[src/hw/rtl/hrfp_pkg.sv]
`default_nettype none
// ----------------------------------------------------------------------------
// hrfp_pkg
// Types, constants and character helpers for the response framing parser.
// ----------------------------------------------------------------------------
package hrfp_pkg;

	localparam int COUNT_BITS_DEFAULT = 24;
	localparam logic [23:0] LIMIT_RESET = 24'd8388608;

	typedef enum logic [3:0] {
		PH_STATUS = 4'd0,
		PH_HDR    = 4'd1,
		PH_LEN    = 4'd2,
		PH_CLOSE  = 4'd3,
		PH_CSIZE  = 4'd4,
		PH_CEXT   = 4'd5,
		PH_CDATA  = 4'd6,
		PH_CCR    = 4'd7,
		PH_CLF    = 4'd8,
		PH_TRAIL  = 4'd9,
		PH_DONE   = 4'd10,
		PH_BAD    = 4'd11
	} phase_t;

	typedef enum logic [1:0] {
		V_INCOMPLETE = 2'd0,
		V_COMPLETE   = 2'd1,
		V_CLOSE      = 2'd2,
		V_INVALID    = 2'd3
	} verdict_t;

	typedef enum logic [1:0] {
		VS_LEAD  = 2'd0,
		VS_TOKEN = 2'd1,
		VS_TRAIL = 2'd2,
		VS_BAD   = 2'd3
	} vscan_t;

	localparam logic [7:0] CR_BYTE = 8'd13;
	localparam logic [7:0] LF_BYTE = 8'd10;

	function automatic logic [7:0] to_lower(input logic [7:0] c);
		return (c >= "A" && c <= "Z") ? c + 8'd32 : c;
	endfunction

	function automatic logic [7:0] cl_char(input logic [4:0] p);
		logic [7:0] r;
		unique case (p)
			5'd0: r = "c";  5'd1: r = "o";  5'd2: r = "n";  5'd3: r = "t";
			5'd4: r = "e";  5'd5: r = "n";  5'd6: r = "t";  5'd7: r = "-";
			5'd8: r = "l";  5'd9: r = "e";  5'd10: r = "n"; 5'd11: r = "g";
			5'd12: r = "t"; 5'd13: r = "h";
			default: r = 8'd0;
		endcase
		return r;
	endfunction

	function automatic logic [7:0] te_char(input logic [4:0] p);
		logic [7:0] r;
		unique case (p)
			5'd0: r = "t";  5'd1: r = "r";  5'd2: r = "a";  5'd3: r = "n";
			5'd4: r = "s";  5'd5: r = "f";  5'd6: r = "e";  5'd7: r = "r";
			5'd8: r = "-";  5'd9: r = "e";  5'd10: r = "n"; 5'd11: r = "c";
			5'd12: r = "o"; 5'd13: r = "d"; 5'd14: r = "i"; 5'd15: r = "n";
			5'd16: r = "g";
			default: r = 8'd0;
		endcase
		return r;
	endfunction

	function automatic logic [7:0] ck_char(input logic [2:0] p);
		logic [7:0] r;
		unique case (p)
			3'd0: r = "c"; 3'd1: r = "h"; 3'd2: r = "u"; 3'd3: r = "n";
			3'd4: r = "k"; 3'd5: r = "e"; 3'd6: r = "d";
			default: r = 8'd0;
		endcase
		return r;
	endfunction

	// Hex digit value; bit 4 set means not a hex digit.
	function automatic logic [4:0] hex_value(input logic [7:0] c);
		logic [4:0] r;
		if (c >= "0" && c <= "9") r = 5'(c - "0");
		else if (c >= "a" && c <= "f") r = 5'(c - "a" + 8'd10);
		else if (c >= "A" && c <= "F") r = 5'(c - "A" + 8'd10);
		else r = 5'd16;
		return r;
	endfunction

endpackage
`default_nettype wire

[src/hw/rtl/hrfp_engine.sv]
`default_nettype none
// ----------------------------------------------------------------------------
// hrfp_engine
// Parse state and next-state logic: each accepted request updates all state.
// ----------------------------------------------------------------------------
module hrfp_engine import hrfp_pkg::*; #(
	parameter int COUNT_BITS = COUNT_BITS_DEFAULT
) (
	input  wire logic                  clk,
	input  wire logic                  arst_n,
	input  wire logic                  step,
	input  wire logic                  command,
	input  wire logic [7:0]            data_byte,
	input  wire logic [COUNT_BITS-1:0] limit,
	output logic [7:0]                 body_byte,
	output logic                       body_valid,
	output logic [1:0]                 framing_status,
	output logic                       final_res
);

	localparam int CW = COUNT_BITS + 1;

	phase_t          phase_q, phase_d;
	verdict_t        verdict_q, verdict_d;
	vscan_t          vs_q, vs_d, vs_e;
	logic            cr_q, cr_d, colon_q, colon_d, lseen_q, lseen_d, cseen_q, cseen_d;
	logic [4:0]      npos_q, npos_d, npos_e;
	logic [1:0]      flags_q, flags_d, flags_e;
	logic [2:0]      vpos_q, vpos_d;
	logic [CW-1:0]   acc_q, acc_d, rem_q, rem_d, body_q, body_d, raw_q, raw_d;

	logic [CW-1:0]   lim, raw_inc;
	logic [CW+3:0]   dec_mul, hex_mul;
	logic [CW:0]     chunk_sum;
	logic            line_end_hit, empty_line, token_ok, emit_ok;
	logic            raw_over, line_ph, cr_line;
	logic [7:0]      lc, ch;
	logic [4:0]      hx;
	logic            do_ch;

	assign lim = CW'(limit);
	assign lc  = to_lower(ch);
	assign hx  = hex_value(ch);
	assign dec_mul = (CW+4)'(acc_q) * (CW+4)'(10) + (CW+4)'(ch - "0");
	assign hex_mul = {acc_q, hx[3:0]};
	assign chunk_sum = (CW+1)'(acc_q) + (CW+1)'(body_q);
	assign empty_line = (npos_q == 5'd0) && !colon_q;
	assign token_ok = (vs_q == VS_TOKEN) || (vs_q == VS_TRAIL);
	assign emit_ok = body_q < lim;

	// The raw byte count is checked before anything else sees the byte.
	assign raw_inc = (raw_q <= lim) ? raw_q + CW'(1) : raw_q;
	assign raw_over = (phase_q != PH_BAD) && (raw_inc > lim);
	assign line_ph = (phase_q == PH_STATUS) || (phase_q == PH_HDR) ||
		(phase_q == PH_CSIZE) || (phase_q == PH_CEXT) || (phase_q == PH_TRAIL);
	assign cr_line = !command && !raw_over && line_ph && cr_q && (data_byte != LF_BYTE);

	// A pending CR that does not close the line is an ordinary line byte, taken
	// before the new byte. It never matches a name, a digit or a value word.
	always_comb begin
		npos_e = npos_q; flags_e = flags_q; vs_e = vs_q;
		if (cr_line) begin
			if (phase_q == PH_HDR) begin
				if (!colon_q) begin
					flags_e = 2'b00;
					if (npos_q < 5'd31) npos_e = npos_q + 5'd1;
				end else if (flags_q != 2'b00) vs_e = VS_BAD;
			end else if (phase_q == PH_CSIZE) vs_e = VS_BAD;
			else if (phase_q == PH_TRAIL) begin
				if (npos_q < 5'd31) npos_e = npos_q + 5'd1;
			end
		end
	end

	always_comb begin
		phase_d = phase_q; verdict_d = verdict_q; vs_d = vs_e; cr_d = cr_q;
		colon_d = colon_q; lseen_d = lseen_q; cseen_d = cseen_q; npos_d = npos_e;
		flags_d = flags_e; vpos_d = vpos_q; acc_d = acc_q; rem_d = rem_q;
		body_d = body_q; raw_d = raw_q;
		body_byte = 8'd0; body_valid = 1'b0; final_res = 1'b0;
		line_end_hit = 1'b0; do_ch = 1'b0; ch = data_byte;

		if (command) begin
			final_res = 1'b1;
			phase_d = PH_STATUS; verdict_d = V_INCOMPLETE; vs_d = VS_LEAD; cr_d = 1'b0;
			colon_d = 1'b0; lseen_d = 1'b0; cseen_d = 1'b0; npos_d = 5'd0;
			flags_d = 2'b11; vpos_d = 3'd0; acc_d = '0; rem_d = '0;
			body_d = '0; raw_d = '0;
		end else begin
			if (phase_q != PH_BAD) raw_d = raw_inc;
			if (raw_over) begin
				phase_d = PH_BAD; verdict_d = V_INVALID;
			end else begin
				unique case (phase_q)
					PH_BAD: ;
					PH_DONE: begin phase_d = PH_BAD; verdict_d = V_INVALID; end
					PH_LEN, PH_CLOSE, PH_CDATA: begin
						if (!emit_ok) begin
							phase_d = PH_BAD; verdict_d = V_INVALID;
						end else begin
							body_d = body_q + CW'(1);
							body_byte = data_byte; body_valid = 1'b1;
							if (phase_q != PH_CLOSE) begin
								rem_d = rem_q - CW'(1);
								if (rem_q == CW'(1)) begin
									if (phase_q == PH_LEN) begin
										phase_d = PH_DONE; verdict_d = V_COMPLETE;
									end else phase_d = PH_CCR;
								end
							end
						end
					end
					PH_CCR: begin
						if (data_byte == CR_BYTE) phase_d = PH_CLF;
						else begin phase_d = PH_BAD; verdict_d = V_INVALID; end
					end
					PH_CLF: begin
						if (data_byte == LF_BYTE) begin
							phase_d = PH_CSIZE;
							npos_d = 5'd0; flags_d = 2'b11; vs_d = VS_LEAD;
							vpos_d = 3'd0; colon_d = 1'b0; acc_d = '0;
						end else begin phase_d = PH_BAD; verdict_d = V_INVALID; end
					end
					default: begin
						if (cr_q && data_byte == LF_BYTE) begin
							cr_d = 1'b0; line_end_hit = 1'b1;
						end else if (data_byte == CR_BYTE) cr_d = 1'b1;
						else begin
							cr_d = 1'b0; do_ch = 1'b1;
						end
					end
				endcase

				// The new byte works on the state left by any pending CR.
				if (do_ch) begin
					unique case (phase_q)
						PH_HDR: begin
							if (!colon_q) begin
								if (ch == ":") begin
									colon_d = 1'b1;
									flags_d[0] = flags_e[0] & (npos_e == 5'd14);
									flags_d[1] = flags_e[1] & (npos_e == 5'd17);
								end else begin
									if (!(npos_e < 5'd14 && lc == cl_char(npos_e)))
										flags_d[0] = 1'b0;
									if (!(npos_e < 5'd17 && lc == te_char(npos_e)))
										flags_d[1] = 1'b0;
									if (npos_e < 5'd31) npos_d = npos_e + 5'd1;
								end
							end else if (flags_e != 2'b00) begin
								logic ws, tok;
								ws = (ch == " ") || (ch == 8'd9);
								tok = 1'b0;
								unique case (vs_e)
									VS_LEAD:  if (!ws) begin vs_d = VS_TOKEN; tok = 1'b1; end
									VS_TOKEN: if (ws) vs_d = VS_TRAIL; else tok = 1'b1;
									VS_TRAIL: if (!ws) vs_d = VS_BAD;
									default: ;
								endcase
								if (tok) begin
									if (flags_e[0]) begin
										if (ch >= "0" && ch <= "9")
											acc_d = (dec_mul > (CW+4)'(lim)) ? lim + CW'(1)
												: CW'(dec_mul);
										else vs_d = VS_BAD;
									end else if (vpos_q < 3'd7 && lc == ck_char(vpos_q))
										vpos_d = vpos_q + 3'd1;
									else vs_d = VS_BAD;
								end
							end
						end
						PH_CSIZE: begin
							if (ch == ";") phase_d = PH_CEXT;
							else if (hx[4]) vs_d = VS_BAD;
							else begin
								acc_d = (hex_mul > (CW+4)'(lim)) ? lim + CW'(1) : CW'(hex_mul);
								if (vs_e == VS_LEAD) vs_d = VS_TOKEN;
							end
						end
						PH_TRAIL: begin
							if (ch == ":") colon_d = 1'b1;
							if (npos_e < 5'd31) npos_d = npos_e + 5'd1;
						end
						default: ;
					endcase
				end

				if (line_end_hit) begin
					npos_d = 5'd0; flags_d = 2'b11; vs_d = VS_LEAD;
					vpos_d = 3'd0; colon_d = 1'b0; acc_d = '0;
					unique case (phase_q)
						PH_STATUS: phase_d = PH_HDR;
						PH_HDR: begin
							if (empty_line) begin
								if (cseen_q) phase_d = PH_CSIZE;
								else if (lseen_q) begin
									if (rem_q == '0) begin
										phase_d = PH_DONE; verdict_d = V_COMPLETE;
									end else phase_d = PH_LEN;
								end else begin phase_d = PH_CLOSE; verdict_d = V_CLOSE; end
							end else if (!colon_q) begin
								phase_d = PH_BAD; verdict_d = V_INVALID;
							end else if (flags_q[0]) begin
								if (lseen_q || cseen_q || !token_ok || acc_q > lim) begin
									phase_d = PH_BAD; verdict_d = V_INVALID;
								end else begin lseen_d = 1'b1; rem_d = acc_q; end
							end else if (flags_q[1]) begin
								if (lseen_q || cseen_q || !token_ok || vpos_q != 3'd7) begin
									phase_d = PH_BAD; verdict_d = V_INVALID;
								end else cseen_d = 1'b1;
							end
						end
						PH_CSIZE, PH_CEXT: begin
							if (vs_q != VS_TOKEN) begin phase_d = PH_BAD; verdict_d = V_INVALID; end
							else if (acc_q == '0) phase_d = PH_TRAIL;
							else if (chunk_sum > (CW+1)'(lim)) begin
								phase_d = PH_BAD; verdict_d = V_INVALID;
							end else begin rem_d = acc_q; phase_d = PH_CDATA; end
						end
						PH_TRAIL: begin
							if (empty_line) begin phase_d = PH_DONE; verdict_d = V_COMPLETE; end
							else if (!colon_q) begin phase_d = PH_BAD; verdict_d = V_INVALID; end
						end
						default: ;
					endcase
				end
			end
		end
		framing_status = command ? verdict_q : verdict_d;
	end

	always_ff @(posedge clk or negedge arst_n) begin
		if (!arst_n) begin
			phase_q <= PH_STATUS; verdict_q <= V_INCOMPLETE; vs_q <= VS_LEAD;
			cr_q <= 1'b0; colon_q <= 1'b0; lseen_q <= 1'b0; cseen_q <= 1'b0;
			npos_q <= 5'd0; flags_q <= 2'b11; vpos_q <= 3'd0;
			acc_q <= '0; rem_q <= '0; body_q <= '0; raw_q <= '0;
		end else if (step) begin
			phase_q <= phase_d; verdict_q <= verdict_d; vs_q <= vs_d;
			cr_q <= cr_d; colon_q <= colon_d; lseen_q <= lseen_d; cseen_q <= cseen_d;
			npos_q <= npos_d; flags_q <= flags_d; vpos_q <= vpos_d;
			acc_q <= acc_d; rem_q <= rem_d; body_q <= body_d; raw_q <= raw_d;
		end
	end

endmodule
`default_nettype wire

[src/hw/rtl/http_response_framing_parser_core.sv]
`default_nettype none
// ----------------------------------------------------------------------------
// http_response_framing_parser_core
// HTTP/1.1 response framing parser with chunked body decoding.
// ----------------------------------------------------------------------------
// channel   direction  handshake          payload
// in        input      in_valid/in_ready  command, data_byte
// out       output     out_valid/out_ready body_byte, body_valid, framing_status, final_res
// cfg       input      cfg_we             cfg_wdata
//
// One request per cycle unless out_ready stalls the output; results are registered.
// The rate is set by the parse state update in hrfp_engine.
// Input is taken whenever the result register is empty or being drained.
// Reset clears all parse state and loads the default response limit.
// ----------------------------------------------------------------------------
module http_response_framing_parser_core import hrfp_pkg::*; #(
	parameter int COUNT_BITS = COUNT_BITS_DEFAULT
) (
	input  wire logic        clk,
	input  wire logic        arst_n,
	input  wire logic        in_valid,
	output logic             in_ready,
	input  wire logic        command,
	input  wire logic [7:0]  data_byte,
	output logic             out_valid,
	input  wire logic        out_ready,
	output logic [7:0]       body_byte,
	output logic             body_valid,
	output logic [1:0]       framing_status,
	output logic             final_res,
	input  wire logic        cfg_we,
	input  wire logic [23:0] cfg_wdata
);

	logic [23:0]  limit_q;
	logic [7:0]   bb;
	logic         bv, fr;
	logic [1:0]   fs;
	logic         step;

	assign in_ready = !out_valid || out_ready;
	assign step = in_valid && in_ready;

	hrfp_engine #(.COUNT_BITS(COUNT_BITS)) u_engine (
		.clk(clk), .arst_n(arst_n), .step(step), .command(command),
		.data_byte(data_byte),
		.limit(COUNT_BITS'(limit_q)),
		.body_byte(bb), .body_valid(bv), .framing_status(fs), .final_res(fr)
	);

	always_ff @(posedge clk or negedge arst_n) begin
		if (!arst_n) limit_q <= LIMIT_RESET;
		else if (cfg_we) limit_q <= cfg_wdata;
	end

	always_ff @(posedge clk or negedge arst_n) begin
		if (!arst_n) out_valid <= 1'b0;
		else if (in_ready) out_valid <= in_valid;
	end

	always_ff @(posedge clk) begin
		if (step) begin
			body_byte <= bb; body_valid <= bv; framing_status <= fs; final_res <= fr;
		end
	end

endmodule
`default_nettype wire

[config.mk]
export PLATFORM = sky130hd
export DESIGN_NAME = http_response_framing_parser_core
export DESIGN_NICKNAME = d
export VERILOG_FILES = /design/src/hw/rtl/hrfp_pkg.sv /design/src/hw/rtl/hrfp_engine.sv /design/src/hw/rtl/http_response_framing_parser_core.sv
export SDC_FILE = /design/constraint.sdc
export NUM_CORES = 1
export LEC_CHECK = 0
export BUFFER_PORTS_ARGS = -buffer_cell sky130_fd_sc_hd__buf_2
export CAP_MARGIN = 10
export CORE_UTILIZATION = 60
export CTS_BUF_LIST = sky130_fd_sc_hd__clkbuf_8
export DETAILED_ROUTE_END_ITERATION = 10
export HOLD_SLACK_MARGIN = 0.08
export PLACE_DENSITY_LB_ADDON = 0.08
export SYNTH_ARGS = -nofsm -noshare
export SYNTH_HDL_FRONTEND = slang
export SYNTH_SLANG_ARGS = --single-unit
export TNS_END_PERCENT = 10
[constraint.sdc]
create_clock -name clk -period 6.89 [get_ports clk]
set_input_delay 0.3445 -clock clk [delete_from_list [all_inputs] [get_ports clk]]
set_output_delay 0.3445 -clock clk [all_outputs]
set_load 0.02 [all_outputs]
==> metrics.md, run 1 <==
| Metric | Value |
|---|---|
| Outcome | completed |
| Async set or reset register ratio after synthesis | 0.9245 |
| Worst slew pin tran | 1.110 ns |
| Max Cap Viol | 0 |
| Leak | 0.01049 uW |
| NumNets Final | 2897 |
| Die width | 182.5 um |
| IO Port Bufs | 51 |
| M1 WL | 29060 um |
| Seq/Total Area, Yosys | 0.2068 |
| WL per Instance | 24.06 um |
| Largest net degree at the start of global routing | 98 |
| Final setup violation count | 0 |
| Critical path endpoint | u_engine.flags_q[1] |
| Syn nets | 2769 |
| Count of state elements after synthesis | 159 |
| Maximum clock insertion buffer count | 2 |
| Reg-to-Reg End | u_engine.flags_q[1] |
| Synth warn | 0 |
| Final Slew Violations | 0 |
| CP Class | reg -> reg |
| Mapped cell area | 19540 sq um |
| Hold_sp | cfg_wdata[23] |
| Placed wire-length estimate | 54300 um |
| Slowest stage delay, CP | 0.63 ns |
| Total routed wirelength | 72320 um |
| Pwr/cell area | 133.5 nW/um^2 |
| Synthesized instance count | 2429 |
| H-tree Lvls | 4 |
| Final ANT Viol Nets | 0 |
| VDD IR max | 0.1599 mV |
| Vias | 20.72k |
| Worst-Skew Late Latency | 0.52 ns |
| RSZ-0062 raised after global routing | true |
| Highest metal used | met4 |
| Post-route minimum period | 6.766 ns |
| Crit path launch | limit_q[4] |
| Initial Util | 0.6146 |
| CP endpoint kind | flip-flop |
| Power, Total | 2907 uW |
| CTS Root Cell | clkbuf_8 |
| CTS buffer count | 17 |
| CTS sink cnt | 159 |
| Critical path arrival | 7.20 ns |
| Number of remaining DRC errors | 0 |
| DR WL met2 | 30370 um |
| Gpl congestion | 1.061 |
| R2R depth | 25 |
| Distinct cells, synth | 99 |
| CP Launch Type | flip-flop |
| Vias per cell | 6.894 |
| Core area | 31800 sq um |
| Tcrit/Tclk final | 0.9821 |
| Global-route wire length before repair | 109800 um |
| Synth Area per Inst | 8.047 sq um |
| Die area | 33300 sq um |
| Layout cells sized above 1 | 0.1245 |
| Cell count after placement | 2935 |
| Hold Violations, Final | 0 |
| Hold slack | 0.1005 ns |
| Clock Skews | 0.01905 ns |
| Clk pin slew, worst setup/hold paths | 0.11 ns |
| CTS tree | done |
| RR Startpoint | limit_q[4] |
| Total track usage | 0.4306 |
| Req. time, crit path | 7.32 ns |
| Worst min-delay path class | in -> reg |
| DR pass1 iterations | 8 |
| Post-route insts no fill | 3006 |
| I/O pins | 52 |
| Routed met3 length | 8215 um |
| Initial antenna violation count | 1 |
| Slowest cell on crit path | a31oi_1 |
| Vias in the first global route | 19.52k |
| Vert. Die Dim | 182.5 um |
| Commonest register cell after synthesis | dfrtp_1 |
| Filler instances | 2686 |
| Post-layout util | 0.6849 |
| Row Count | 65 |
| Overflow after GRT | 0 |
| Synth-to-Final Area Change | 11.43% |
| Flop-to-flop setup slack | 0.12 ns |
| Drt initial violations | 2073 |
| Post-synth EDFFs | 12 |
| Slew headroom | 0.2540 |
| CP max FO | 7 |
| Achievable Freq | 147.8 MHz |
==> area by class of cell <==
| type | count | area (sq um) | area share |
|---|---|---|---|
| inverters | 102 | 382.9 | 0.01758 |
| clock inverters | 15 | 188.9 | 0.008675 |
| repair buffers | 194 | 1405 | 0.06451 |
| flip-flops and latches | 159 | 4051 | 0.1860 |
| diodes | 1 | 2.502 | 0.0001149 |
| well taps | 435 | 544.3 | 0.02499 |
| multi-input cells | 2083 | 14970 | 0.6874 |
| clock buffers | 17 | 234.0 | 0.01074 |
==> synthesized netlist by cell type (all sizes together), types with 52 or more instances <==
| master | n | area, sq um |
|---|---|---|
| nor3 | 62 | 321.6 |
| clkbuf | 67 | 251.5 |
| nand2 | 236 | 885.9 |
| o21ai | 205 | 1034 |
| ha | 299 | 3741 |
| xnor2 | 103 | 902.1 |
| inv | 101 | 379.1 |
| nand4 | 52 | 325.3 |
| nand3 | 84 | 420.4 |
| a21oi | 191 | 967.2 |
| nor2 | 182 | 698.2 |
| a21o | 75 | 563.0 |
| dfrtp | 144 | 3603 |
==> how the worst min path moves through the flow <==
stage                          to  depth (start not counted)
2_1_floorplan          limit_q[0]                          0
3_3_place_gp   u_engine.rem_q[20]                          1
3_5_place_dp   u_engine.rem_q[20]                          1
4_1_cts               limit_q[13]                          3
5_1_grt               limit_q[13]                          3
6_report              limit_q[23]                          3
==> state kept, by name, summed over array words and instances (netlist names) <==
register and flops:
u_engine.verdict_q 2, body_byte 8, u_engine.acc_q 25, limit_q 24, u_engine.cr_q 1, u_engine.cseen_q 1
u_engine.npos_q 5, u_engine.vpos_q 3, out_valid 1, u_engine.colon_q 1, u_engine.vs_q 2, body_valid 1
framing_status 2, final_res 1, u_engine.body_q 25, u_engine.flags_q 2, u_engine.phase_q 4, u_engine.lseen_q 1
u_engine.rem_q 25, u_engine.raw_q 25
==> worst max-delay path, delay by kind of cell (launching register included) <==
kind	cells	cell delay [ns]
AND/OR/NAND/NOR	10	2.52
XOR/XNOR	1	0.16
flip-flops	1	0.41
adder cells (fa/ha/maj)	2	0.62
AO/OA/AOI/OAI	10	2.74
buffers and inverters	2	0.24
==> power breakdown <==
group	switching [uW]	internal [uW]
clock	458	311
sequential	98.4	1030
combinational	637	377
==> kinds of logic after synthesis <==
family	after synthesis	synth area share
buffers and inverters	187	0.03751
AOI/OAI and AO/OA	760	0.2565
adders and majority gates	302	0.1945
DFF	159	0.2068
muxes	65	0.03489
and+or+nand+nor	812	0.2052
xor gates and xnor gates	144	0.06453
==> through the flow <==
stage	area [sq um]	TNS, ns	worst slack [ns]
floorplan	19550	0	0.03983
global placement	20840	0	0.1692
detailed placement	20840	0	0.07699
CTS	21420	0	0.002385
global route	21780	-0.6287	-0.1683
finish	21780	0	0.1235
==> routing by layer <==
| metal | up-vias | track usage |
|---|---|---|
| met1 | 9787 | 0.5676 |
| met2 | 1297 | 0.6383 |
| met4 | 0 | 0.2588 |
| met5 | - | 0 |
| li1 | 9331 | - |
| met3 | 308 | 0.1018 |
==> repair_timing <==
action | in CTS | in global routing
gates resized for setup | 0 | 44
hold endpoints to repair | 108 | 0
endpoints found under the setup margin | 0 | 49
hold buffers | 16 | 0
setup buffers | 0 | 21
==> layout by cell type, fill, tap and decap left out, types with 22 or more instances in the layout <==
| master | n |
|---|---|
| ha_1 | 292 |
| buf_2 | 51 |
| nand2_1 | 236 |
| xor2_1 | 41 |
| nor4_1 | 22 |
| nand3_1 | 83 |
| buf_4 | 122 |
| nand2b_1 | 32 |
| nor2b_1 | 25 |
| nor2_1 | 176 |
| mux2i_1 | 45 |
| dfrtp_1 | 137 |
| nor3_1 | 58 |
| o21ai_0 | 190 |
| a21o_1 | 75 |
| a21oi_1 | 184 |
| o21a_1 | 27 |
| inv_1 | 98 |
| nand4_1 | 52 |
| and3_1 | 33 |
| xnor2_1 | 102 |
Note: power is estimated with default switching activity, not from simulation.
==> run 2: changes to the inputs <==
--- a/config.mk
+++ b/config.mk
@@ -12,6 +12,7 @@
 export DETAILED_ROUTE_END_ITERATION = 10
 export HOLD_SLACK_MARGIN = 0.08
 export PLACE_DENSITY_LB_ADDON = 0.08
+export RECOVER_POWER = 50
 export SYNTH_ARGS = -nofsm -noshare
 export SYNTH_HDL_FRONTEND = slang
 export SYNTH_SLANG_ARGS = --single-unit
==> metrics.md, run 2 (synthesis results as in run 1) <==
| Metric | Value |
|---|---|
| Clk pin slew, worst setup/hold paths | 0.11 ns |
| Post-route minimum period | 6.729 ns |
| Drt initial violations | 2125 |
| Slowest cell on crit path | a31oi_1 |
| Tcrit/Tclk final | 0.9766 |
| Post-layout util | 0.6815 |
| Failing checks | capacitance limit, slew limit |
| Outcome | complete, but fails checks |
| VDD IR max | 0.1600 mV |
| Largest net degree at the start of global routing | 98 |
| Hold path cells | 3 |
| CP max FO | 7 |
| DR pass1 iterations | 6 |
| Dpl cell area | 20840 sq um |
| CP Class | reg -> reg |
| Final Slew Violations | 52 |
| Placed wire-length estimate | 54300 um |
| CTS tree | done |
| Req. time, crit path | 7.33 ns |
| Initial Util | 0.6146 |
| CP Launch Type | flip-flop |
| Worst-Skew Late Latency | 0.52 ns |
| Slew headroom | -0.9896 |
| Layout cells sized above 1 | 0.1097 |
| Vias | 20.77k |
| Critical path arrival | 7.16 ns |
| Max Cap Viol | 1 |
| NumNets Final | 2897 |
| Global-route wire length before repair | 109800 um |
| Core area | 31800 sq um |
| Commonest non-fill, non-tap cell in the layout | ha_1 |
| Reg-to-Reg End | u_engine.flags_q[1] |
| Slowest stage delay, CP | 0.65 ns |
| Vias in the first global route | 19.52k |
| CTS sink cnt | 159 |
| RSZ-0062 raised after global routing | true |
| WL per Instance | 24.07 um |
| Hold EP | limit_q[13] |
| IO Port Bufs | 51 |
| Clock Skews | 0.01576 ns |
| Die width | 182.5 um |
| Leak | 0.01037 uW |
| Hold_sp | cfg_wdata[13] |
| CTS buffer count | 17 |
| H-tree Lvls | 4 |
| Vert. Die Dim | 182.5 um |
| Synth-to-Final Area Change | 10.88% |
| Number of remaining DRC errors | 0 |
| Hold Violations, Final | 0 |
| Row Count | 65 |
| Pwr/cell area | 133.7 nW/um^2 |
| Achievable Freq | 148.6 MHz |
| Initial antenna violation count | 1 |
| Flop-to-flop setup slack | 0.16 ns |
| Fin area | 21670 sq um |
| Total routed wirelength | 72360 um |
| I/O pins | 52 |
| Total track usage | 0.4306 |
| Commonest non-fill, non-tap cells in the layout | ha_1, nand2_1, o21ai_0 |
| Final setup violation count | 0 |
| R2R depth | 25 |
| Worst slew pin tran | 2.984 ns |
| Overflow after GRT | 0 |
| Worst min-delay path class | in -> reg |
| Final ANT Viol Nets | 0 |
| Die area | 33300 sq um |
| CTS Root Cell | clkbuf_8 |
| Gpl congestion | 1.061 |
| RR Startpoint | limit_q[4] |
| CP endpoint kind | flip-flop |
| Vias per cell | 6.910 |
| Maximum clock insertion buffer count | 2 |
-- run 2: changes by cell type in the layout (fill, tap and decap cells not counted), sizes merged --
cell / previous run / this run
buf: 178 / 140
clkbuf: 17 / 55
-- run 2: per-stage QoR --
stage                     hold WS [ns]  total power [uW]  TNS (ns)  setup WS (ns)  cells
after floorplan                0.04891              1761         0        0.03983   2429
after global placement          0.4551              2062         0         0.1692   2935
after detailed placement        0.4594              2093         0        0.07699   2935
after CTS                      0.08223              2858         0       0.002385   2983
after global routing           0.09952              3037   -0.6391        -0.1683   3006
final                          0.09537              2898         0         0.1613   3006
-- run 2: cell type report --
| cell class | instances | area, sq um |
|---|---|---|
| Multi-Input combinational cell | 2083 | 14970 |
| Fill cell | 2725 | 10130 |
| Sequential cell | 159 | 4051 |
| Timing Repair Buffer | 194 | 1297 |
| Tap cell | 435 | 544.3 |
| Inverter | 102 | 382.9 |
| Clock buffer | 17 | 234.0 |
| Clock inverter | 15 | 188.9 |
| Antenna cell | 1 | 2.502 |
-- run 2: power by group --
| part | leakage (uW) | total [uW] | internal, uW | switching (uW) |
|---|---|---|---|---|
| sequential | 0.00209 | 1120 | 1030 | 98.1 |
| combinational | 0.00806 | 1000 | 364 | 639 |
| clock | 0.000214 | 770 | 311 | 460 |
| total | 0.0104 | 2900 | 1700 | 1200 |
-- run 2: layer usage --
metal  GRT usage  part of all wire  vias to the layer above
li1            -                 -                     9347
met5           0                 0                        -
met4      0.2588             0.064                        0
met2      0.6383              0.42                     1288
met1      0.5676              0.40                     9835
met3      0.1018              0.11                      302
-- run 2: worst max-delay path: cells and delay by family, from the launching register on --
family | cells | cell delay (ns)
AOI/OAI and AO/OA | 10 | 2.71
xor gates and xnor gates | 1 | 0.15
adders and majority gates | 2 | 0.62
and+or+nand+nor | 10 | 2.48
buffers and inverters | 2 | 0.24
DFF | 1 | 0.41
-- run 2: worst max-delay path by stage --
stage / from / endpoint / slack, ns / cells after the start
3_3_place_gp: limit_q[23] / u_engine.flags_q[1] / 0.17 / 27
6_report: limit_q[4] / u_engine.flags_q[1] / 0.16 / 25
3_5_place_dp: limit_q[23] / u_engine.flags_q[1] / 0.08 / 27
5_1_grt: limit_q[4] / u_engine.flags_q[1] / -0.17 / 31
4_1_cts: limit_q[23] / u_engine.flags_q[1] / 0.002 / 27
2_1_floorplan: limit_q[23] / u_engine.flags_q[1] / 0.04 / 29
-- run 2: timing repair --
action | CTS | global route
setup endpoints to repair | 0 | 49
setup buffers | 0 | 21
gates resized for setup | 0 | 44
hold buffers | 16 | 0
endpoints found under the hold margin | 108 | 0
